--- src/design/idq_pkg.sv ---
package idq_pkg;

  // ring size and derived widths
  localparam int CAPACITY = 16;
  localparam int IDX_W    = (CAPACITY > 1) ? $clog2(CAPACITY) : 1;
  localparam int CNT_W    = $clog2(CAPACITY + 1);
  localparam int CMP_W    = (CNT_W > 4) ? CNT_W : 4;
  localparam int SUM_W    = CNT_W + 1;

  localparam int CMD_W    = 3;
  localparam int VALUE_W  = 32;
  localparam int POS_W    = 4;
  localparam int ECNT_W   = 5;
  localparam int STATUS_W = 2;

  typedef enum logic [CMD_W-1:0] {
    CMD_PUSH_FRONT = 3'd0,
    CMD_PUSH_BACK  = 3'd1,
    CMD_POP_FRONT  = 3'd2,
    CMD_POP_BACK   = 3'd3,
    CMD_READ_AT    = 3'd4,
    CMD_WRITE_AT   = 3'd5,
    CMD_CLEAR      = 3'd6
  } cmd_e_t;

  typedef enum logic [STATUS_W-1:0] {
    ST_OK    = 2'd0,
    ST_FULL  = 2'd1,
    ST_EMPTY = 2'd2,
    ST_RANGE = 2'd3
  } status_e_t;

  typedef struct packed {
    logic [CMD_W-1:0]          command;
    logic signed [VALUE_W-1:0] value;
    logic [POS_W-1:0]          position;
  } req_t;

  typedef struct packed {
    logic signed [VALUE_W-1:0] result_value;
    logic [ECNT_W-1:0]         element_count;
    logic [STATUS_W-1:0]       status;
  } rsp_t;

  // (base + offset) mod CAPACITY, offset known to be at most CAPACITY
  function automatic logic [IDX_W-1:0] ring_add(input logic [IDX_W-1:0] base,
                                                input logic [CNT_W-1:0] offset);
    logic [SUM_W-1:0] sum;
    sum = SUM_W'(base) + SUM_W'(offset);
    if (sum >= SUM_W'(CAPACITY)) begin
      sum = sum - SUM_W'(CAPACITY);
    end
    return sum[IDX_W-1:0];
  endfunction

endpackage

--- src/design/integer_deque_core.sv ---
// bounded double-ended queue of signed 32-bit integers held in a ring buffer
//
// request channel (req_valid / req_ready / req): one command per request,
// push front or back, pop front or back, read or overwrite at a position
// counted from the front, or clear. command seven is ignored.
// response channel (rsp_valid / rsp_ready / rsp): exactly one response per
// request, in order: popped or read value (zero otherwise), element count
// after the command, and a status of ok, full, empty or out of range.
//
// latency: the response is valid the cycle after the request is taken.
// throughput: one request per cycle; the single-port element memory is
// read or written once per request and the pointers update at acceptance.
// a stalled response holds in the output register and req_ready drops
// until the response is taken (or is taken in the same cycle).
// reset: front pointer and count clear, no response pending; the element
// memory is not cleared and only written entries are ever read.
module integer_deque_core (
  input  logic           clk,
  input  logic           rst,
  input  logic           req_valid,
  output logic           req_ready,
  input  idq_pkg::req_t  req,
  output logic           rsp_valid,
  input  logic           rsp_ready,
  output idq_pkg::rsp_t  rsp
);

  localparam int IDX_W = idq_pkg::IDX_W;
  localparam int CNT_W = idq_pkg::CNT_W;
  localparam int CMP_W = idq_pkg::CMP_W;
  localparam int WIDE_W = CNT_W + idq_pkg::ECNT_W;

  // element memory, one access per request, registered read data
  logic [idq_pkg::VALUE_W-1:0] mem [idq_pkg::CAPACITY];
  logic [idq_pkg::VALUE_W-1:0] rd_data;

  // queue pointers
  logic [IDX_W-1:0] front;
  logic [IDX_W-1:0] front_next;
  logic [CNT_W-1:0] cnt;
  logic [CNT_W-1:0] cnt_next;

  // output register
  logic                         rsp_read;
  logic [idq_pkg::ECNT_W-1:0]   rsp_count;
  idq_pkg::status_e_t           rsp_status;

  // per-request decode
  logic                take;
  logic                mem_wr;
  logic                mem_rd;
  logic [IDX_W-1:0]    mem_idx;
  logic                is_full;
  logic                is_empty;
  logic                pos_bad;
  idq_pkg::status_e_t  status_next;
  logic [WIDE_W-1:0]   cnt_wide;

  // output register frees as it is taken
  assign req_ready = !rsp_valid || rsp_ready;
  assign take      = req_valid && req_ready;

  assign is_full  = (cnt == CNT_W'(idq_pkg::CAPACITY));
  assign is_empty = (cnt == '0);
  assign pos_bad  = (CMP_W'(req.position) >= CMP_W'(cnt));

  always_comb begin
    front_next  = front;
    cnt_next    = cnt;
    mem_wr      = 1'b0;
    mem_rd      = 1'b0;
    mem_idx     = front;
    status_next = idq_pkg::ST_OK;
    case (idq_pkg::cmd_e_t'(req.command))
      idq_pkg::CMD_PUSH_FRONT: begin
        if (is_full) begin
          status_next = idq_pkg::ST_FULL;
        end else begin
          front_next = (front == '0) ? IDX_W'(idq_pkg::CAPACITY - 1) : front - 1'b1;
          mem_idx    = front_next;
          mem_wr     = 1'b1;
          cnt_next   = cnt + 1'b1;
        end
      end
      idq_pkg::CMD_PUSH_BACK: begin
        if (is_full) begin
          status_next = idq_pkg::ST_FULL;
        end else begin
          mem_idx  = idq_pkg::ring_add(front, cnt);
          mem_wr   = 1'b1;
          cnt_next = cnt + 1'b1;
        end
      end
      idq_pkg::CMD_POP_FRONT: begin
        if (is_empty) begin
          status_next = idq_pkg::ST_EMPTY;
        end else begin
          mem_idx    = front;
          mem_rd     = 1'b1;
          front_next = idq_pkg::ring_add(front, CNT_W'(1));
          cnt_next   = cnt - 1'b1;
        end
      end
      idq_pkg::CMD_POP_BACK: begin
        if (is_empty) begin
          status_next = idq_pkg::ST_EMPTY;
        end else begin
          mem_idx  = idq_pkg::ring_add(front, cnt - 1'b1);
          mem_rd   = 1'b1;
          cnt_next = cnt - 1'b1;
        end
      end
      idq_pkg::CMD_READ_AT: begin
        if (pos_bad) begin
          status_next = idq_pkg::ST_RANGE;
        end else begin
          mem_idx = idq_pkg::ring_add(front, CNT_W'(req.position));
          mem_rd  = 1'b1;
        end
      end
      idq_pkg::CMD_WRITE_AT: begin
        if (pos_bad) begin
          status_next = idq_pkg::ST_RANGE;
        end else begin
          mem_idx = idq_pkg::ring_add(front, CNT_W'(req.position));
          mem_wr  = 1'b1;
        end
      end
      idq_pkg::CMD_CLEAR: begin
        front_next = '0;
        cnt_next   = '0;
      end
      default: begin
        // unused command code: no change, status ok
      end
    endcase
  end

  // element count reported masked to the field width
  assign cnt_wide = WIDE_W'(cnt_next);

  // element memory: pointers move at acceptance, so a later read of an
  // entry always sees an earlier write without forwarding
  always_ff @(posedge clk) begin
    if (take && mem_wr) begin
      mem[mem_idx] <= req.value;
    end
    if (take && mem_rd) begin
      rd_data <= mem[mem_idx];
    end
  end

  // pointers and output register
  always_ff @(posedge clk) begin
    if (rst) begin
      front     <= '0;
      cnt       <= '0;
      rsp_valid <= 1'b0;
    end else begin
      if (take) begin
        front     <= front_next;
        cnt       <= cnt_next;
        rsp_valid <= 1'b1;
      end else if (rsp_ready) begin
        rsp_valid <= 1'b0;
      end
    end
  end

  // response payload, no reset needed
  always_ff @(posedge clk) begin
    if (take) begin
      rsp_read   <= mem_rd;
      rsp_count  <= cnt_wide[idq_pkg::ECNT_W-1:0];
      rsp_status <= status_next;
    end
  end

  assign rsp.result_value  = rsp_read ? rd_data : '0;
  assign rsp.element_count = rsp_count;
  assign rsp.status        = rsp_status;

endmodule

--- config.mk ---
export PLATFORM = sky130hd
export DESIGN_NAME = integer_deque_core
export DESIGN_NICKNAME = d
export VERILOG_FILES = /design/src/design/idq_pkg.sv /design/src/design/integer_deque_core.sv
export SDC_FILE = /design/constraint.sdc
export NUM_CORES = 1
export LEC_CHECK = 0
export BUFFER_PORTS_ARGS = -buffer_cell sky130_fd_sc_hd__buf_2
export CAP_MARGIN = 20
export CORE_ASPECT_RATIO = 0.9
export CORE_MARGIN = 10
export CORE_UTILIZATION = 45
export DETAILED_ROUTE_END_ITERATION = 10
export MAX_ROUTING_LAYER = met4
export SLEW_MARGIN = 15
export SYNTH_ARGS = -nofsm -noshare
export SYNTH_HDL_FRONTEND = slang
export SYNTH_SLANG_ARGS = --single-unit
--- constraint.sdc ---
create_clock -name clk -period 8.3 [get_ports clk]
set_input_delay 2.49 -clock clk [delete_from_list [all_inputs] [get_ports clk]]
set_output_delay 2.49 -clock clk [all_outputs]
set_load 0.01 [all_outputs]
==> impl_metrics.env, run 1 <==
export IMPL_synth_top_area_share_pct=70.31
export IMPL_arrival_ps=6370
export IMPL_critPathKind="input port to register"
export IMPL_clockBufferDepth=3
export IMPL_cts_setup_buffers=0
export IMPL_vias_per_cell=5.944
export IMPL_port_buffers=83
export IMPL_setup_tns_ps=0
export IMPL_p_sw_uw=1692
export IMPL_gr_usage_met3_pct=2.849
export IMPL_syn_inst=1479
export IMPL_nNetsFinal=1626
export IMPL_cts_buffers_inserted=56
export IMPL_crit_top_cell="buf_4"
export IMPL_overflow=0
export IMPL_synthToLayoutAreaGrowth_pct=13.32
export IMPL_status="finished, final reports clean"
export IMPL_worstPathMaxFanout=37
export IMPL_clock_sinks=562
export IMPL_synth_most_common_cell="edfxtp_1"
export IMPL_grt_busiest_layer="met2"
export IMPL_synth_edff_count=552
export IMPL_use_met1_pct=26.53
export IMPL_worst_slew_pin_slew_ps=1071
export IMPL_drive_gt1_share_pct=23.29
export IMPL_r2r_end="mem[8][26]"
export IMPL_cp_end_kind="register"
export IMPL_hold_class="register to register"
export IMPL_grt_antenna_before_repair=0
export IMPL_leakage_uw=0.008918
export IMPL_path_clk_slew_ps=60
export IMPL_drc=0
export IMPL_finalSetupViolations=0
export IMPL_syn_area_per_cell_um2=15.94
export IMPL_place_area_um2=24900
export IMPL_synth_seq_cells=562
export IMPL_grt_max_degree=74
export IMPL_hold_path_depth=2
export IMPL_finClkSkew_ps=14.74
export IMPL_grtUsageMet2_pct=30.14
export IMPL_cp_required_ps=8570
export IMPL_grt_use_total_pct=19.57
export IMPL_rsz0062_at_grt="no"
export IMPL_yosys_area_top_type="edfxtp_1"
export IMPL_p_int_uw=4942
export IMPL_clockPowerShare_pct=37.4
export IMPL_slew_viol_final=0
export IMPL_synth_seq_area_share_pct=71.16
export IMPL_yosys_warnings=0
export IMPL_hold_buffers=0
export IMPL_vias=13640
export IMPL_postLayoutCellArea_um2=26720
export IMPL_worst_path_max_delay_cell="nor3_1"
export IMPL_p_seq_share_pct=48.3
export IMPL_cts_resized=0
export IMPL_fp_row_count=79
export IMPL_clk_latency_ps=610
export IMPL_worst_r2r_path_depth=11
export IMPL_min_to="rsp_valid"
export IMPL_synth_common_cells="edfxtp_1 (552), mux2_2 (128), inv_1 (80)"
export IMPL_slowest_delay_ps=730
export IMPL_clock_fmax_ghz=0.1638
export IMPL_ys_async_sr_fraction_pct=0
export IMPL_dr_first_iter_drc_count=1341
export IMPL_antenna_cells=0
export IMPL_htreeDepth=2
export IMPL_slew_limit_headroom_pct=28.46
export IMPL_dr_pass1_iters=6
export IMPL_synth_fp_nets=1543
export IMPL_die_h_um=237.1
export IMPL_wl_per_cell_um=25.96
export IMPL_die_area_um2=61960
export IMPL_cp_start_kind="input port"
export IMPL_synth_area_top_cells="edfxtp_1 (70%), mux2_2 (6.1%), mux2i_1 (2.8%)"
export IMPL_dpl_hpwl_um=35650
export IMPL_hold_start="rsp_valid"
export IMPL_yosysUniqueCellTypes=60
export IMPL_period_minus_slack_ps=6105
export IMPL_r2r_setup_slack_ps=3360
export IMPL_postRouteAntennaNets=0
export IMPL_finalHoldViolCount=0
export IMPL_cts_root_buf="clkbuf_16"
export IMPL_start_util_pct=45.52
export IMPL_p_sw_share_pct=25.51
export IMPL_core_um2=51790
export IMPL_pwr_share_comb_pct=14.3
export IMPL_cp_cell_sequence="buf_2 -> ha_1 -> nand2_1 -> o21ai_0 -> a31oi_1 -> a22o_2 -> nor3_1 -> nand2_2 -> buf_4 -> nor4_2 -> buf_4"
export IMPL_grt_pass1_wl_um=89730
export IMPL_pin_count=84
export IMPL_drv_cap=0
export IMPL_peakVddDrop_v=0.0001595
export IMPL_die_x_um=261.3
export IMPL_cts_tree="yes"
export IMPL_routabilityCongestion=0.8509
export IMPL_layout_setup_ws_ps=2195
export IMPL_fin_crit_sh_pct=73.55
export IMPL_r2r_start="cnt[2]"
export IMPL_syn_area_um2=23580
export IMPL_power_density_nw_per_um2=248.3
export IMPL_ys_flop_type="edfxtp_1"
export IMPL_grt_pass1_vias=13640
export IMPL_post_place_ws_ps=1655
export IMPL_finalWirelength_um=59550
==> worst max-delay path by stage <==
stage,start,endpoint,depth (start not counted)
global route,req[0],mem[8][24],12
CTS,req[2],mem[8][21],11
global placement,req[0],mem[8][24],12
detailed placement,req[2],mem[8][29],11
finish,req[1],mem[8][26],11
floorplan,req[2],mem[10][0],10
==> cell type report <==
type                            count  area (µm²)
Inverter                           80       300.3
Clock inverter                     38       362.8
Multi-Input combinational cell    730        6163
Clock buffer                       64        1431
Timing Repair Buffer              132       820.8
Sequential cell                   562       16780
Tap cell                          688       860.8
Fill cell                        4287       25080
==> layer usage <==
metal / up-vias / routed length, µm
li1: 6092 / -
met1: 6986 / 26330
met2: 457 / 28010
met3: 101 / 3537
met4: 0 / 1667
met5: - / 0
==> worst max-delay path: cells and delay by family <==
kind / cells / cell delay [ps]
buffers and inverters: 3 / 940
AOI/OAI and AO/OA: 3 / 1160
and+or+nand+nor: 4 / 1430
adders and majority gates: 1 / 280
==> layout by cell type, fill, tap and decap left out, drive strengths merged, types with 8 or more instances in the layout <==
cell type  instances
buf              132
edfxtp           552
a222oi            32
o22a              32
mux2i             65
nor3               8
and2              36
dfxtp             10
nor2              30
nand2             68
o211ai            65
a21oi             17
a32oi             64
o31ai             65
o21ai             10
inv               83
ha                18
nor4              18
clkinv            27
clkbuf            64
mux2             129
==> flip-flops by register name, summed over array words and instances, names as in the netlist <==
name	flops
rsp_valid	1
cnt	5
rsp_status	2
rd_data	32
mem	512
rsp_read	1
front	4
rsp_count	5
==> cells by family (layout without fill, tap and decap cells) <==
group / after synthesis / after routing / synth area share, %
flip-flops: 562 / 562 / 71.16
AO/OA/AOI/OAI: 321 / 321 / 10.86
multiplexers: 194 / 194 / 8.922
buffers and inverters: 187 / 314 / 3.476
AND/OR/NAND/NOR: 182 / 182 / 3.922
adder cells (fa/ha/maj): 21 / 21 / 1.210
XOR/XNOR: 12 / 12 / 0.4458
==> through the flow <==
stage / utilization [%] / std cells / hold WS, ps / power (µW)
after floorplan: - / 1479 / 549.9 / 3880
after global placement: 48.08 / 2191 / 499.1 / 4191
after detailed placement: 48.08 / 2191 / 536.1 / 4208
after CTS: 51.54 / 2293 / 547.3 / 6682
after global routing: 51.58 / 2294 / 587.3 / 6866
final: 51.58 / 2294 / 539.7 / 6634
==> power by group through the flow <==
stage               registers (µW)  clock network [µW]  logic, µW
global route                  3200                2640       1020
CTS                           3200                2530        950
global placement              3260                   0        929
detailed placement            3260                   0        946
finish                        3200                2480        949
floorplan                     3250                   0        627
Note: power is estimated with default switching activity, not from simulation.
==> run 2: changes to the inputs <==
Settings changed: ABC_AREA from default to 1.
Clock period 8.3 ns to 5.6 ns, I/O delays scaled along.
==> impl_metrics.env, run 2 <==
export IMPL_status="finished, final reports clean"
export IMPL_min_to="rsp_valid"
export IMPL_setup_tns_ps=0
export IMPL_power_density_nw_per_um2=358.6
export IMPL_synth_seq_cells=562
export IMPL_grt_max_degree=157
export IMPL_syn_area_per_cell_um2=10.53
export IMPL_synth_top_area_share_pct=67.60
export IMPL_synth_area_top_cells="edfxtp_1 (68%), nand2_1 (13%), nand3_1 (7.9%)"
export IMPL_yosys_area_share_simple_pct=24.81
export IMPL_die_x_um=266.1
export IMPL_routabilityCongestion=0.8585
export IMPL_cts_root_buf="clkbuf_16"
export IMPL_worst_r2r_path_depth=17
export IMPL_hold_path_depth=2
export IMPL_hold_start="rsp_valid"
export IMPL_synth_seq_area_share_pct=68.41
export IMPL_dpl_hpwl_um=34420
export IMPL_cp_required_ps=5910
export IMPL_fin_crit_sh_pct=77.09
export IMPL_cp_start_kind="input port"
export IMPL_nNetsFinal=2449
export IMPL_synth_common_cells="nand2_1 (837), edfxtp_1 (552), nand3_1 (386)"
export IMPL_r2r_setup_slack_ps=1550
export IMPL_synth_area_mux_share_pct=0
export IMPL_synth_top_family_by_area="simple AND/OR/NAND/NOR gates"
export IMPL_postRouteAntennaNets=0
export IMPL_worst_path_max_delay_cell="nor2_4"
export IMPL_finalSetupViolations=0
export IMPL_yosys_area_top_type="edfxtp_1"
export IMPL_crit_top_cell="nor2_1"
export IMPL_worst_slew_pin_slew_ps=1041
export IMPL_arrival_ps=4630
export IMPL_slowest_delay_ps=530
export IMPL_synthXorXnorAreaFrac_pct=0.4643
export IMPL_critPathBufInv=4
export IMPL_finalWirelength_um=63290
export IMPL_hold_class="register to register"
export IMPL_peakVddDrop_v=0.0003024
export IMPL_syn_inst=2329
export IMPL_cts_tree="yes"
export IMPL_n_fill_cell=4790
export IMPL_ys_async_sr_fraction_pct=0
export IMPL_r2r_end="rd_data[24]"
export IMPL_yosys_warnings=0
export IMPL_place_area_um2=25870
export IMPL_grt_pass1_vias=16200
export IMPL_synth_most_common_cell="nand2_1"
export IMPL_synthAdderAreaFrac_pct=1.163
export IMPL_clk_latency_ps=620
export IMPL_synth_edff_count=552
export IMPL_r2r_start="cnt[0]"
export IMPL_drc=0
export IMPL_multiInputGateArea_um2=6859
export IMPL_vias=16670
export IMPL_yosysUniqueCellTypes=34
export IMPL_vias_per_cell=5.324
export IMPL_final_cell_mix="nand2_1 (836), edfxtp_1 (552), nand3_1 (386)"
export IMPL_critPathKind="input port to register"
export IMPL_dr_first_iter_drc_count=1302
export IMPL_pin_count=84
export IMPL_finalHoldViolCount=0
export IMPL_ys_flop_type="edfxtp_1"
export IMPL_startpoint="req[0]"
export IMPL_hold_buffers=0
export IMPL_drive_gt1_share_pct=10.02
export IMPL_worstPathMaxFanout=24
export IMPL_cts_buffers_inserted=56
export IMPL_reg_top3="mem x512, rd_data x32"
export IMPL_leakage_uw=0.01121
export IMPL_fp_row_count=81
export IMPL_period_minus_slack_ps=4317
export IMPL_clock_fmax_ghz=0.2316
export IMPL_rsz0062_at_grt="no"
export IMPL_largest_reg_flops=512
export IMPL_core_um2=54120
export IMPL_clockBufferDepth=3
export IMPL_start_util_pct=45.31
export IMPL_grt_use_total_pct=20.31
export IMPL_grt_antenna_before_repair=2
export IMPL_slew_limit_headroom_pct=30.47
export IMPL_dr_pass1_iters=5
export IMPL_slew_viol_final=0
export IMPL_die_area_um2=64240
export IMPL_grt_pass1_wl_um=97470
export IMPL_cts_resized=0
export IMPL_largest_register="mem"
export IMPL_final_common_cell="nand2_1"
export IMPL_wl_per_cell_um=20.21
export IMPL_cp_end_kind="register"
export IMPL_overflow=0
export IMPL_final_seq_area_um2=16780
export IMPL_drv_cap=0
export IMPL_synth_fp_nets=2393
export IMPL_postLayoutCellArea_um2=27530
export IMPL_cts_setup_buffers=0
export IMPL_crit_family="simple AND/OR/NAND/NOR gates"
export IMPL_synth_compound_area_share_pct=0.8113
export IMPL_finClkSkew_ps=19.13
export IMPL_die_h_um=241.5
export IMPL_path_clk_slew_ps=60
export IMPL_clock_sinks=562
export IMPL_htreeDepth=2
export IMPL_synthToLayoutAreaGrowth_pct=12.26
export IMPL_syn_area_um2=24520
export IMPL_cp_cell_sequence="buf_2 -> ha_1 -> fa_1 -> inv_1 -> nor2_1 -> nand4_1 -> nand2_1 -> nor2_1 -> nand2_8 -> inv_6 -> nand3_1 -> nor2_4 -> buf_12"
export IMPL_port_buffers=83
==> run 2: per-stage QoR <==
step	worst slack, ps	utilization, %	cells	hold WS, ps	total power [µW]
4_1_cts	1310	50.86	3130	526.1	9962
3_5_place_dp	659.3	47.80	3032	515.8	6511
6_report	1283	50.87	3132	515.5	9873
2_1_floorplan	491.8	-	2329	596.9	5988
5_1_grt	1075	50.87	3132	562.7	10340
3_3_place_gp	646.2	47.78	3031	494.1	6491
==> run 2: cells by family after synthesis <==
kind of cell,after synthesis
AO/OA/AOI/OAI,32
AND/OR/NAND/NOR,1460
adder cells (fa/ha/maj),21
buffers and inverters,241
XOR/XNOR,13
flip-flops,562
==> run 2: cell type report <==
type	instances	area share, %
flip-flops and latches	562	60.94
multi-input cells	1526	24.92
clock buffers	69	5.268
repair buffers	127	3.372
well taps	705	3.204
inverters	112	1.545
clock inverters	29	0.7363
diodes	2	0.01818
==> run 2: how the worst max path moves through the flow <==
stage                 end  slack, ps  cells after the start
3_3_place_gp   mem[0][25]        650                     13
4_1_cts        mem[0][31]       1310                     13
3_5_place_dp    mem[0][0]        660                     13
6_report       mem[0][31]       1280                     13
2_1_floorplan   mem[8][0]        490                     13
5_1_grt        rd_data[9]       1080                     17
==> run 2: layer usage <==
metal | global-route usage [%] | vias up | part of all wire [%]
met5 | - | - | 0
met4 | 5.986 | 0 | 2.7
met1 | 26.68 | 8070 | 45
li1 | - | 7982 | -
met3 | 3.998 | 117 | 6.7
met2 | 31.78 | 505 | 46
==> run 2: power breakdown <==
group	internal, µW	switching, µW	leakage (µW)
Combinational	458	1200	0.00533
Sequential	4720	36.2	0.00506
Clock	1880	1570	0.000811
==> run 2: tightest hold or removal path: cells and delay by family, from the launching register on <==
family / cells / cell delay (ps)
DFF: 1 / 300
and+or+nand+nor: 1 / 90
AOI/OAI and AO/OA: 1 / 70
